[src/hw/rtl/mcct_pkg.sv]
// Shared types and constants of the multi-channel compare timer.
package mcct_pkg;

  localparam int unsigned CHANNELS = 3;
  localparam int unsigned CNT_W    = 24;
  localparam int unsigned ADJ_W    = 4;
  localparam int unsigned DUR_W    = 32;

  localparam logic [CNT_W-1:0] CNT_MAX    = '1;
  localparam logic [ADJ_W-1:0] ADJ_RESET  = 4'd2;

  typedef enum logic [2:0] {
    MODE_TICK  = 3'd0,
    MODE_ALLOC = 3'd1,
    MODE_FREE  = 3'd2,
    MODE_START = 3'd3,
    MODE_STOP  = 3'd4,
    MODE_READ  = 3'd5
  } mode_e;

  typedef enum logic [1:0] {
    ST_OK      = 2'd0,
    ST_INVALID = 2'd1,
    ST_NO_FREE = 2'd2,
    ST_RUNNING = 2'd3
  } status_e;

  typedef struct packed {
    mode_e              mode;
    logic [1:0]         channel;
    logic               periodic;
    logic [DUR_W-1:0]   duration;
  } cmd_t;

  typedef struct packed {
    status_e             status;
    logic [1:0]          grant;
    logic [CNT_W-1:0]    remain;
    logic [CHANNELS-1:0] expired;
  } res_t;

endpackage

[src/hw/rtl/mcct_engine.sv]
// Timer state and the combinational command logic that updates it.
module mcct_engine (
  input  logic                         clk_i,
  input  logic                         rst_ni,
  input  logic                         exec_i,
  input  mcct_pkg::cmd_t               cmd_i,
  input  logic [mcct_pkg::ADJ_W-1:0]   reload_adjust_i,
  output mcct_pkg::res_t               res_o
);
  import mcct_pkg::*;

  logic [CNT_W-1:0]    cnt_q, cnt_d, cnt_inc, sel_cmp;
  logic [CNT_W-1:0]    cmp_q [CHANNELS];
  logic [CNT_W-1:0]    cmp_d [CHANNELS];
  logic [CNT_W-1:0]    per_q [CHANNELS];
  logic [CNT_W-1:0]    per_d [CHANNELS];
  logic [CHANNELS-1:0] alloc_q, alloc_d, run_q, run_d, rel_q, rel_d, sel;
  logic                ch_ok, sel_alloc, sel_run, found;

  assign cnt_inc = cnt_q + 1'b1;
  assign ch_ok   = cmd_i.channel < 2'(CHANNELS);

  always_comb begin
    sel     = '0;
    sel_cmp = '0;
    for (int i = 0; i < CHANNELS; i++) begin
      sel[i] = (cmd_i.channel == 2'(i));
      if (sel[i]) begin
        sel_cmp = cmp_q[i];
      end
    end
    sel_alloc = |(sel & alloc_q);
    sel_run   = |(sel & run_q);
  end

  always_comb begin
    cnt_d   = cnt_q;
    cmp_d   = cmp_q;
    per_d   = per_q;
    alloc_d = alloc_q;
    run_d   = run_q;
    rel_d   = rel_q;
    res_o   = '0;
    found   = 1'b0;
    res_o.status = ST_OK;
    case (cmd_i.mode)
      MODE_TICK: begin
        if (|run_q) begin
          cnt_d = cnt_inc;
          for (int i = 0; i < CHANNELS; i++) begin
            if (run_q[i] && (cmp_q[i] == cnt_inc)) begin
              res_o.expired[i] = 1'b1;
              if (rel_q[i]) begin
                cmp_d[i] = cnt_inc + per_q[i] - CNT_W'(reload_adjust_i);
              end else begin
                run_d[i] = 1'b0;
              end
            end
          end
        end
      end
      MODE_ALLOC: begin
        res_o.status = ST_NO_FREE;
        for (int i = 0; i < CHANNELS; i++) begin
          if (!found && !alloc_q[i]) begin
            found        = 1'b1;
            alloc_d[i]   = 1'b1;
            run_d[i]     = 1'b0;
            rel_d[i]     = cmd_i.periodic;
            res_o.grant  = 2'(i);
            res_o.status = ST_OK;
          end
        end
      end
      MODE_FREE: begin
        if (!ch_ok) begin
          res_o.status = ST_INVALID;
        end else begin
          alloc_d = alloc_q & ~sel;
          run_d   = run_q & ~sel;
        end
      end
      MODE_START: begin
        if (!ch_ok || !sel_alloc) begin
          res_o.status = ST_INVALID;
        end else if (sel_run) begin
          res_o.status = ST_RUNNING;
        end else if (cmd_i.duration >= DUR_W'(CNT_MAX)) begin
          res_o.status = ST_INVALID;
        end else begin
          for (int i = 0; i < CHANNELS; i++) begin
            if (sel[i]) begin
              cmp_d[i] = cnt_q + cmd_i.duration[CNT_W-1:0];
              per_d[i] = cmd_i.duration[CNT_W-1:0];
              run_d[i] = 1'b1;
            end
          end
        end
      end
      MODE_STOP: begin
        if (!ch_ok || !sel_run) begin
          res_o.status = ST_INVALID;
        end else begin
          run_d = run_q & ~sel;
        end
      end
      MODE_READ: begin
        if (!ch_ok) begin
          res_o.status = ST_INVALID;
        end else if (sel_run) begin
          if (sel_cmp > cnt_q) begin
            res_o.remain = sel_cmp - cnt_q;
          end else begin
            res_o.remain = (CNT_MAX - cnt_q) + sel_cmp;
          end
        end
      end
      default: begin
        res_o.status = ST_INVALID;
      end
    endcase
    // The shared counter stops and clears once no channel runs.
    if (!(|run_d)) begin
      cnt_d = '0;
    end
  end

  always_ff @(posedge clk_i or negedge rst_ni) begin
    if (!rst_ni) begin
      cnt_q   <= '0;
      alloc_q <= '0;
      run_q   <= '0;
      rel_q   <= '0;
      for (int i = 0; i < CHANNELS; i++) begin
        cmp_q[i] <= '0;
        per_q[i] <= '0;
      end
    end else if (exec_i) begin
      cnt_q   <= cnt_d;
      alloc_q <= alloc_d;
      run_q   <= run_d;
      rel_q   <= rel_d;
      cmp_q   <= cmp_d;
      per_q   <= per_d;
    end
  end

endmodule

[src/hw/rtl/multi_channel_compare_timer_unit.sv]
// Three software timers on one 24-bit tick counter. Each beat on the input
// channel is one command (tick, allocate, free, start, stop or read) and
// yields exactly one result beat. A command is captured in an input register,
// executed against the timer state by combinational logic, and its result
// is held in an output register. The unit takes one beat per clock: the
// next command may enter while the previous result waits, and only a
// stalled output register holding a result together with a full input
// register stalls the input. A result becomes valid in the output register
// once its command has left the input register, which it does as soon as
// the output register is free. The reload adjustment register is written
// through cfg_we_i and should only change while no command is in flight.
module multi_channel_compare_timer_unit (
  input  logic                         clk_i,
  input  logic                         rst_ni,
  // Configuration write port.
  input  logic                         cfg_we_i,
  input  logic [mcct_pkg::ADJ_W-1:0]   cfg_wdata_i,
  // Command channel.
  input  logic                         in_valid_i,
  output logic                         in_stall_o,
  input  logic [2:0]                   mode_i,
  input  logic [1:0]                   channel_i,
  input  logic                         periodic_i,
  input  logic [mcct_pkg::DUR_W-1:0]   duration_us_i,
  // Result channel.
  output logic                         out_valid_o,
  input  logic                         out_stall_i,
  output logic [1:0]                   status_o,
  output logic [1:0]                   allocated_channel_o,
  output logic [mcct_pkg::CNT_W-1:0]   remaining_us_o,
  output logic [2:0]                   expired_mask_o
);
  import mcct_pkg::*;

  logic [ADJ_W-1:0] adj_q;
  logic             in_vld_q, out_vld_q, advance, in_take;
  cmd_t             cmd_q;
  res_t             res, res_q;

  // The command in the input register executes when the output register
  // is empty or its result leaves in this same cycle.
  assign advance    = in_vld_q && (!out_vld_q || !out_stall_i);
  assign in_stall_o = in_vld_q && !advance;
  assign in_take    = in_valid_i && !in_stall_o;

  always_ff @(posedge clk_i or negedge rst_ni) begin
    if (!rst_ni) begin
      adj_q <= ADJ_RESET;
    end else if (cfg_we_i) begin
      adj_q <= cfg_wdata_i;
    end
  end

  always_ff @(posedge clk_i or negedge rst_ni) begin
    if (!rst_ni) begin
      in_vld_q  <= 1'b0;
      out_vld_q <= 1'b0;
    end else begin
      if (in_take) begin
        in_vld_q <= 1'b1;
      end else if (advance) begin
        in_vld_q <= 1'b0;
      end
      if (advance) begin
        out_vld_q <= 1'b1;
      end else if (!out_stall_i) begin
        out_vld_q <= 1'b0;
      end
    end
  end

  // Payload registers carry no reset.
  always_ff @(posedge clk_i) begin
    if (in_take) begin
      cmd_q.mode     <= mode_e'(mode_i);
      cmd_q.channel  <= channel_i;
      cmd_q.periodic <= periodic_i;
      cmd_q.duration <= duration_us_i;
    end
    if (advance) begin
      res_q <= res;
    end
  end

  mcct_engine u_engine (
    .clk_i           (clk_i),
    .rst_ni          (rst_ni),
    .exec_i          (advance),
    .cmd_i           (cmd_q),
    .reload_adjust_i (adj_q),
    .res_o           (res)
  );

  assign out_valid_o         = out_vld_q;
  assign status_o            = res_q.status;
  assign allocated_channel_o = res_q.grant;
  assign remaining_us_o      = res_q.remain;
  assign expired_mask_o      = res_q.expired;

endmodule

[config.mk]
export PLATFORM = sky130hd
export DESIGN_NAME = multi_channel_compare_timer_unit
export DESIGN_NICKNAME = d
export VERILOG_FILES = /design/src/hw/rtl/mcct_pkg.sv /design/src/hw/rtl/mcct_engine.sv /design/src/hw/rtl/multi_channel_compare_timer_unit.sv
export SDC_FILE = /design/constraint.sdc
export NUM_CORES = 1
export LEC_CHECK = 0
export BUFFER_PORTS_ARGS = -buffer_cell sky130_fd_sc_hd__buf_2
export CAP_MARGIN = 10
export CELL_PAD_IN_SITES_DETAIL_PLACEMENT = 1
export CELL_PAD_IN_SITES_GLOBAL_PLACEMENT = 1
export CORE_UTILIZATION = 35
export DETAILED_ROUTE_END_ITERATION = 8
export GPL_TIMING_DRIVEN = 0
export MAX_ROUTING_LAYER = met4
export PLACE_DENSITY = 0.7
export SYNTH_ARGS = -nofsm -noshare
export SYNTH_HDL_FRONTEND = slang
export SYNTH_SLANG_ARGS = --single-unit
[constraint.sdc]
create_clock -name clk_i -period 12.7 [get_ports clk_i]
set_input_delay 3.81 -clock clk_i [delete_from_list [all_inputs] [get_ports clk_i]]
set_output_delay 3.81 -clock clk_i [all_outputs]
set_load 0.02 [all_outputs]
# Yosys cells after proc, flatten, opt, wreduce, memory -nomap -nowiden
# Index checks and enable logic that the tools add are counted.
[classes]
n_reduce_logical = 48
bitwise_logic = 10
eq_ne = 29
order_cmp = 3
muxes = 64
add_sub_neg = 11
[ops]
columns = ["operator", "count"]
rows = [
  ["$mux W24", 16],
  ["$mux W72", 4],
  ["$pmux W72 S2", 1],
  ["$add A24 B24 Y24", 5],
  ["$eq A24 B24 Y1", 3],
  ["$sub A24 B4 Y24", 3],
  ["$ge A32 B24 Y1 const B", 1],
  ["$ne A2 B1 Y1 const B", 15],
  ["$mux W1", 28],
  ["$reduce_and A9 Y1", 3],
  ["$add A24 B1 Y24 const B", 1],
  ["$gt A24 B24 Y1", 1],
  ["$sub A24 B24 Y24", 1],
  ["$sub A24 B24 Y24 const A", 1],
  ["$mux W3", 7],
  ["$reduce_and A3 Y1", 6],
  ["$reduce_and A6 Y1", 3],
  ["$pmux W3 S5", 1],
  ["$and A3 B3 Y3", 4],
  ["$mux W4", 3],
  ["$reduce_or A3 Y1", 4],
  ["$logic_not A1 Y1", 11],
  ["$pmux W2 S5", 1],
  ["$logic_and A1 B1 Y1", 8],
  ["other kinds (18)", 34],
]
[word_totals]
in_bits = 47
ff_bits = 252
elab_cells = 191
output_inout_bits = 33

# Logic depth before layout (Yosys ltp)
# Gate-level depths: netlist of the first run.
[depth]
word_depth = 13
depth_mapped = 21
depth_no_buf = 19

# Hierarchy
# From an unflattened synthesis of the first run, not the netlist that was laid out.
[hier_totals]
hier_cells = 2214
area_unflattened_um2 = 19687.6
[by_module_without_submodules]
columns = ["mod", "instances", "area_each_um2", "cells_per_inst", "seq_area_each_um2"]
rows = [
  ["mcct_engine", 1, 17382.9, 2129, 4429.2],
  ["multi_channel_compare_timer_unit", 1, 2304.7, 85, 2223.4],
]

# Worst setup path after synthesis of the first run
# Ideal clock, no wire load.
[synth_timing]
path_kind = "in2out"
startpoint = "in out_stall_i"
endpoint = "out in_stall_o"
t_arrival_ns = 4.059
path_slack_ns = 4.831
path_stages = 2
n_path_buf = 0
required_time_ns = 8.890
path_cell_list = "nand3_1 inv_1"
[synth_via]
elab_chain_cells = 5
[synth_lines]
columns = ["element", "line", "text"]
rows = [
  ["start: declaration", "multi_channel_compare_timer_unit.sv:27", "input logic out_stall_i,"],
  ["$logic_not A1 Y1", "--", ""],
  ["$logic_or A1 B1 Y1", "multi_channel_compare_timer_unit.sv:42", "assign advance = in_vld_q && (!out_vld_q || !out_stall_i);"],
  ["$logic_and A1 B1 Y1", "multi_channel_compare_timer_unit.sv:42", ""],
  ["$logic_not A1 Y1", "multi_channel_compare_timer_unit.sv:43", "assign in_stall_o = in_vld_q && !advance;"],
  ["$logic_and A1 B1 Y1", "multi_channel_compare_timer_unit.sv:43", ""],
  ["end: declaration", "multi_channel_compare_timer_unit.sv:20", "output logic in_stall_o,"],
]
# No other way between the ends.

# Final worst setup path of the first run
# Ends and elaborated chain as after synthesis.

==> results of run 1 <==
final timing paths:
check / cells past startpoint / end / start / slack, ns
max: 4 / in_stall_o / out_stall_i / 4.67
min: 1 / u_engine.per_q[16] / u_engine.per_q[16] / 0.50
max reg2reg: 17 / remaining_us_o[22] / cmd_q[34] / 5.40
min reg2reg: 1 / u_engine.per_q[16] / u_engine.per_q[16] / 0.50
max in group asynchronous: 2 / u_engine.alloc_q[2] / rst_ni / 8.42
min in group asynchronous: 1 / adj_q[3] / rst_ni / 3.35
stage by stage:
stage	instances	hold WS (ns)	setup WS, ns	utilization, %	cell area, µm²
detailed placement	3073	0.493	4.66	38.1	21500
global route	3135	0.514	4.60	40.2	22700
floorplan	2233	0.457	4.83	-	20100
CTS	3134	0.506	4.66	40.2	22700
global placement	3068	0.473	4.50	37.9	21400
finish	3135	0.501	4.67	40.2	22700
layer usage:
layer	vias to the layer above	global-route usage, %	wire (µm)
met5	-	-	0
met4	0	8.69	2340
met3	95	2.31	2830
met2	389	41.9	34600
met1	8788	35.5	35100
li1	8158	-	-
power by group through the flow:
stage                     Clock [mW]  Combinational, mW  Sequential, mW
after floorplan                    0               1.17            1.11
after global placement             0               1.65            1.17
after detailed placement           0               1.68            1.18
after CTS                       1.08               1.70            1.16
after global routing            1.11               1.87            1.19
final                           1.06               1.71            1.17
layout make-up:
| class | count | share of cell area [%] |
|---|---|---|
| buffer | 102 | 1.82 |
| clock buffer | 52 | 4.68 |
| clock inverter | 9 | 0.660 |
| inverter | 244 | 4.03 |
| multi-input combinational | 1635 | 53.2 |
| sequential | 252 | 29.3 |
| tap | 756 | 4.16 |
| timing repair buffer | 85 | 2.16 |
flip-flops by register name, indices dropped and copies added (netlist names):
register	flops
cmd_q	38
in_vld_q	1
u_engine.cmp_q	72
allocated_channel_o	2
status_o	2
u_engine.run_q	3
remaining_us_o	24
adj_q	4
out_valid_o	1
u_engine.per_q	72
expired_mask_o	3
u_engine.rel_q	3
u_engine.alloc_q	3
u_engine.cnt_q	24
layout by cell type (no fill, tap or decap), types with 22 or more instances in the layout:
cell and count:
a21o_1 50, o21ai_0 114, dfrtp_1 182, nor2b_1 22
mux2i_1 34, clkbuf_1 88, nand2b_1 22, ha_1 176
a31oi_1 47, nand3_1 44, nor3_1 44, and3_1 22
clkbuf_16 39, edfxtp_1 69, xnor2_1 104, nand2_1 154
a21oi_1 149, mux2_2 85, nor2_1 159, nand4_1 30
buf_2 92, inv_1 243, xor2_1 63
cell families (layout without fill, tap and decap cells):
family	after synthesis	in the layout	synth area share (%)
flip-flops	252	252	33.1
multiplexers	120	120	6.54
adder cells (fa/ha/maj)	194	194	12.6
AND/OR/NAND/NOR	596	596	14.6
AO/OA/AOI/OAI	540	540	17.2
buffers and inverters	346	492	6.62
XOR/XNOR	185	185	9.30
==> PnR_summary.wiki, run 1 <==
{| class="wikitable"
! Metric !! Value
|-
| Seq. cell area || 6650 µm²
|-
| TritonCTS Buffers || 34
|-
| Quantity of gates resized following cts || 0
|-
| CP most frequent cell || buf_2
|-
| Weighted congestion reported at the end of routability-driven placement || 0.947
|-
| I/O pin count || 80
|-
| Switching Fraction || 41.0%
|-
| Most instantiated library cell after synthesis || inv_1
|-
| Worst-case clock buffer depth || 3
|-
| Starting density of the core || 35.6%
|-
| NetSw || 1.62 mW
|-
| Net count, final || 2592
|-
| Vias in the first global route || 18089
|-
| Pin count of the biggest net entering global routing || 110
|-
| Clock net sink count || 252
|-
| Die height || 242 µm
|-
| Fraction of synthesis flops using an asynchronous set or reset pin || 72.6%
|-
| Synth Instances || 2233
|-
| Maximum clock frequency || 124 MHz
|-
| Worst path max stage delay || 0.15 ns
|-
| Reported leakage power || 10.3 nW
|-
| Number of nets with antenna violations after routing || 0
|-
| Dominant synthesized flop cell || dfrtp_1
|-
| Count of flip-flops with a built-in enable after synthesis || 69
|-
| P_int || 2.33 mW
|-
| Power density relative to cell area || 173 nW/µm²
|-
| Per-cell via count in the routed design || 5.56
|-
| Required time reported for the critical path endpoint || 8.89 ns
|-
| Max_cap viols || 0
|-
| Top post-synthesis cells by area || dfrtp_1, ha_1, edfxtp_1
|-
| # hold bufs at CTS || 0
|-
| Slew at the pin closest to its max-slew limit || 1.06 ns
|-
| Cell taking the most area after synthesis || dfrtp_1
|-
| Setup violation total in the final timing report || 0
|-
| Total negative setup slack || 0 ns
|-
| Setup Skew || 0.0335 ns
|-
| Final hold viol count || 0
|-
| Layout overhead on the synthesized area || 13.2%
|-
| Largest fanout on the critical path || 3
|-
| 1st-pass router iterations || 5
|-
| Total overflow reported by the global router || 0
|-
| Number of buffers and inverters on the critical path || 3
|-
| Core outline area || 56500 µm²
|-
| Final worst path period need || 8.03 ns
|-
| Number of setup buffers added after CTS || 0
|-
| Synthesized flop and latch total || 252
|-
| Status || finished clean
|-
| Number of inserted diodes || 0
|-
| Worst path top cell family by delay || buffers and inverters
|-
| Number of antenna violations at the first check in global routing || 0
|-
| Syn nets || 2471
|-
| Seq pwr share || 29.8%
|-
| Ratio of final minimum period to clock period || 63.3%
|-
| Data arrival, critical path || 4.22 ns
|-
| Per-instance average area after synthesis || 8.99 µm²
|-
| Fraction of power consumed by the clock network || 26.8%
|-
| Critical Path End Type || primary output
|-
| Worst IR drop on VDD || 0.000105 V
|-
| Total via count in the routed design || 17430
|-
| Count of final max-slew check failures || 0
|-
| CTS HTree Levels || 2
|-
| Total die area || 58300 µm²
|-
| Initial DRC Count || 1016
|-
| Portion of synthesized cell area occupied by the leading cell type || 22.7%
|-
| Overall die width || 242 µm
|-
| Register area share after synthesis || 33.1%
|-
| Worst slew margin || 29.0%
|-
| DP HPWL || 60.4 mm
|-
| IO Port Bufs || 79
|-
| Global Route Usage Sum || 26.4%
|-
| Total power draw || 3.94 mW
|-
| Synth cell types || 86
|-
| Placement row count || 87
|-
| Area used by multi-input combinational logic || 12100 µm²
|-
| Unrepaired setup endpoints after global routing || no
|-
| Per-cell routed wire length || 23.9 µm
|-
| Cell with the largest stage delay on the worst path || buf_2
|-
| Clk Latency, worst-skew pair || 0.56 ns
|-
| Fraction of final layout cells with drive strength greater than 1 || 11.2%
|-
| Synth warnings || 0
|-
| Netlist Area Pre-Place || 20100 µm²
|-
| TritonCTS clock tree || yes
|-
| Fillcell total || 6571
|-
| Total Routed Length || 74.9 mm
|-
| First-pass GRT wire length || 113 mm
|-
| Worst hold-check path type || register to register
|-
| DRC violations left || 0
|-
| Cells along the critical path || buf_2 > nand3_1 > inv_1 > buf_2
|-
| Most frequent cells after synthesis || inv_1, dfrtp_1, ha_1
|-
| Clock-pin slew of the registers on the worst-case setup and hold paths || 0.05 ns
|-
| Combinational fraction of design power || 43.5%
|-
| Type of the setup path with the least slack || input pin to primary output
|-
| Root buffer selected by CTS || clkbuf_16
|-
| Startpoint type of the worst setup path || input pin
|}
Power figures use the tool's default switching activity.
==> inputs of run 2 (changes only) <==
- PLACE_DENSITY: 0.7 -> 0.73
- clock period: 12.7 -> 7.3 ns (I/O delays scaled with it)
==> run 2 against run 1 <==
Effect of this change: routed wire length shrank 4.5%; clock power grew 61%; sequential power grew 73%; worst hold slack is essentially flat; cell count is essentially flat; combinational power grew 73%; count of clock-buffer cells in the layout shrank 6; design area shrank 0.35%; via count shrank 0.44%; non-clock buffer count shrank 2; power grew 70%; register-to-register slack lost 4.8 ns.
==> PnR_summary.wiki, run 2 (same netlist as run 1, synthesis figures left out) <==
{| class="wikitable"
! Metric !! Value
|-
| Status || finished clean
|-
| 1st-pass router iterations || 6
|-
| Worst hold-check path type || register to register
|-
| Final worst path period need || 6.75 ns
|-
| Core outline area || 56500 µm²
|-
| Overall die width || 242 µm
|-
| TritonCTS Buffers || 35
|-
| # hold bufs at CTS || 0
|-
| Die height || 242 µm
|-
| Required time reported for the critical path endpoint || 7.59 ns
|-
| DP HPWL || 58.0 mm
|-
| Total overflow reported by the global router || 0
|-
| Type of the setup path with the least slack || register to register
|-
| Final cell count without fillers || 3136
|-
| Initial DRC Count || 984
|-
| CTS HTree Levels || 2
|-
| Per-cell via count in the routed design || 5.53
|-
| Unrepaired setup endpoints after global routing || no
|-
| Max_cap viols || 0
|-
| Power density relative to cell area || 295 nW/µm²
|-
| Worst-case clock buffer depth || 3
|-
| TritonCTS clock tree || yes
|-
| Startpoint type of the worst setup path || register
|-
| Weighted congestion reported at the end of routability-driven placement || 1.03
|-
| Critical Path End Type || register
|-
| Setup Skew || 0.0227 ns
|-
| Most frequent standard cell in the layout excluding fill and tap cells || inv_1
|-
| Per-cell routed wire length || 22.8 µm
|-
| Vias in the first global route || 17783
|-
| Seq. cell area || 6650 µm²
|-
| Largest registers in the final layout || u_engine.cmp_q x72, u_engine.per_q x72, cmd_q x38
|-
| Total power draw || 6.69 mW
|-
| Worst slew margin || 19.8%
|-
| Maximum clock frequency || 148 MHz
|-
| Ratio of final minimum period to clock period || 92.4%
|-
| Total via count in the routed design || 17354
|-
| Fillcell total || 6589
|-
| Root buffer selected by CTS || clkbuf_16
|-
| Clock-pin slew of the registers on the worst-case setup and hold paths || 0.05 ns
|-
| Net count, final || 2591
|-
| Total die area || 58300 µm²
|-
| DRC violations left || 0
|-
| Reported leakage power || 10.3 nW
|-
| Data arrival, critical path || 7.04 ns
|-
| Clock net sink count || 252
|-
| Count of final max-slew check failures || 0
|-
| Commonest cells after routing, fill and taps aside || inv_1, dfrtp_1, ha_1
|-
| Top routing layer in use || met4
|-
| Number of nets with antenna violations after routing || 0
|-
| First-pass GRT wire length || 109 mm
|-
| Total negative setup slack || 0 ns
|-
| Slew at the pin closest to its max-slew limit || 1.19 ns
|-
| Metal1 wirelength || 33.4 mm
|-
| I/O pin count || 80
|-
| Number of placed cells counting well taps || 3071
|-
| Placement row count || 87
|-
| Area used by multi-input combinational logic || 12100 µm²
|-
| Hold_ws || 0.501 ns
|-
| Total Routed Length || 71.5 mm
|-
| Pin count of the biggest net entering global routing || 99
|-
| Clk Latency, worst-skew pair || 0.56 ns
|-
| Final cell utilization of the core || 40.1%
|-
| Starting density of the core || 35.6%
|-
| Setup violation total in the final timing report || 0
|-
| Worst IR drop on VDD || 0.000202 V
|-
| Global Route Usage Sum || 25.2%
|-
| Number of antenna violations at the first check in global routing || 0
|-
| Met2 routed WL || 33.1 mm
|-
| Fraction of final layout cells with drive strength greater than 1 || 11.4%
|-
| Final hold viol count || 0
|-
| IO Port Bufs || 79
|-
| Layout overhead on the synthesized area || 12.8%
|-
| Largest fanout on the critical path || 10
|-
| Wire length on met3 || 2.74 mm
|}
-- run 2: final cells by class --
type / count / area share, %
Antenna cell: 1 / 0.0110
Buffer: 102 / 1.84
Clock buffer: 46 / 4.46
Clock inverter: 17 / 0.580
Inverter: 244 / 4.04
Multi-Input combinational cell: 1635 / 53.4
Sequential cell: 252 / 29.4
Tap cell: 756 / 4.17
Timing Repair Buffer: 83 / 2.11
-- run 2: report_power, final --
group | total [mW] | switching (mW) | internal, mW
logic | 2.95 | 1.76 | 1.20
registers | 2.02 | 0.322 | 1.70
clock network | 1.71 | 0.697 | 1.02
-- run 2: final timing paths --
kind	end	slack (ns)	cells past startpoint	from
worst min register to register	u_engine.per_q[65]	0.50	1	u_engine.per_q[65]
worst max-delay path	remaining_us_o[22]	0.55	17	cmd_q[34]
worst min-delay path	u_engine.per_q[65]	0.50	1	u_engine.per_q[65]
max in group asynchronous	u_engine.cmp_q[61]	4.72	2	rst_ni
worst max register to register	remaining_us_o[22]	0.55	17	cmd_q[34]
min in group asynchronous	u_engine.per_q[4]	1.61	1	rst_ni
-- run 2: through the flow --
| step | area (µm²) | setup WS [ns] |
|---|---|---|
| 2_1_floorplan | 20100 | 2.40 |
| 3_3_place_gp | 21400 | 0.425 |
| 3_5_place_dp | 21500 | 0.360 |
| 4_1_cts | 22600 | 0.331 |
| 5_1_grt | 22700 | 0.180 |
| 6_report | 22700 | 0.552 |
-- run 2: per-layer routing --
metal,global-route usage (%),up-vias
met5,-,-
met1,33.5,8713
met2,40.1,360
met4,8.32,0
met3,2.40,108
li1,-,8173
-- run 2: critical path, stage by stage, from the launching register on --
cell and delay, ns:
edfxtp_1 0.40, clkbuf_2 0.38, buf_1 0.63, mux2i_1 0.16, o21ai_0 0.47, ha_1 0.22, clkbuf_1 0.31, nand4_1 0.27
nor4_1 0.65, o21ai_0 0.32, o211ai_1 0.39, nand2_1 0.26, o211ai_1 0.42, a41oi_1 0.22, a31o_2 0.33, o31ai_1 0.46
a21oi_1 0.12, or3b_2 0.47
-- run 2: what timing repair did --
item                                    in CTS  in global routing
endpoints found under the setup margin       0                  1
gates resized for setup                      0                  3
buffers inserted                             0                  0
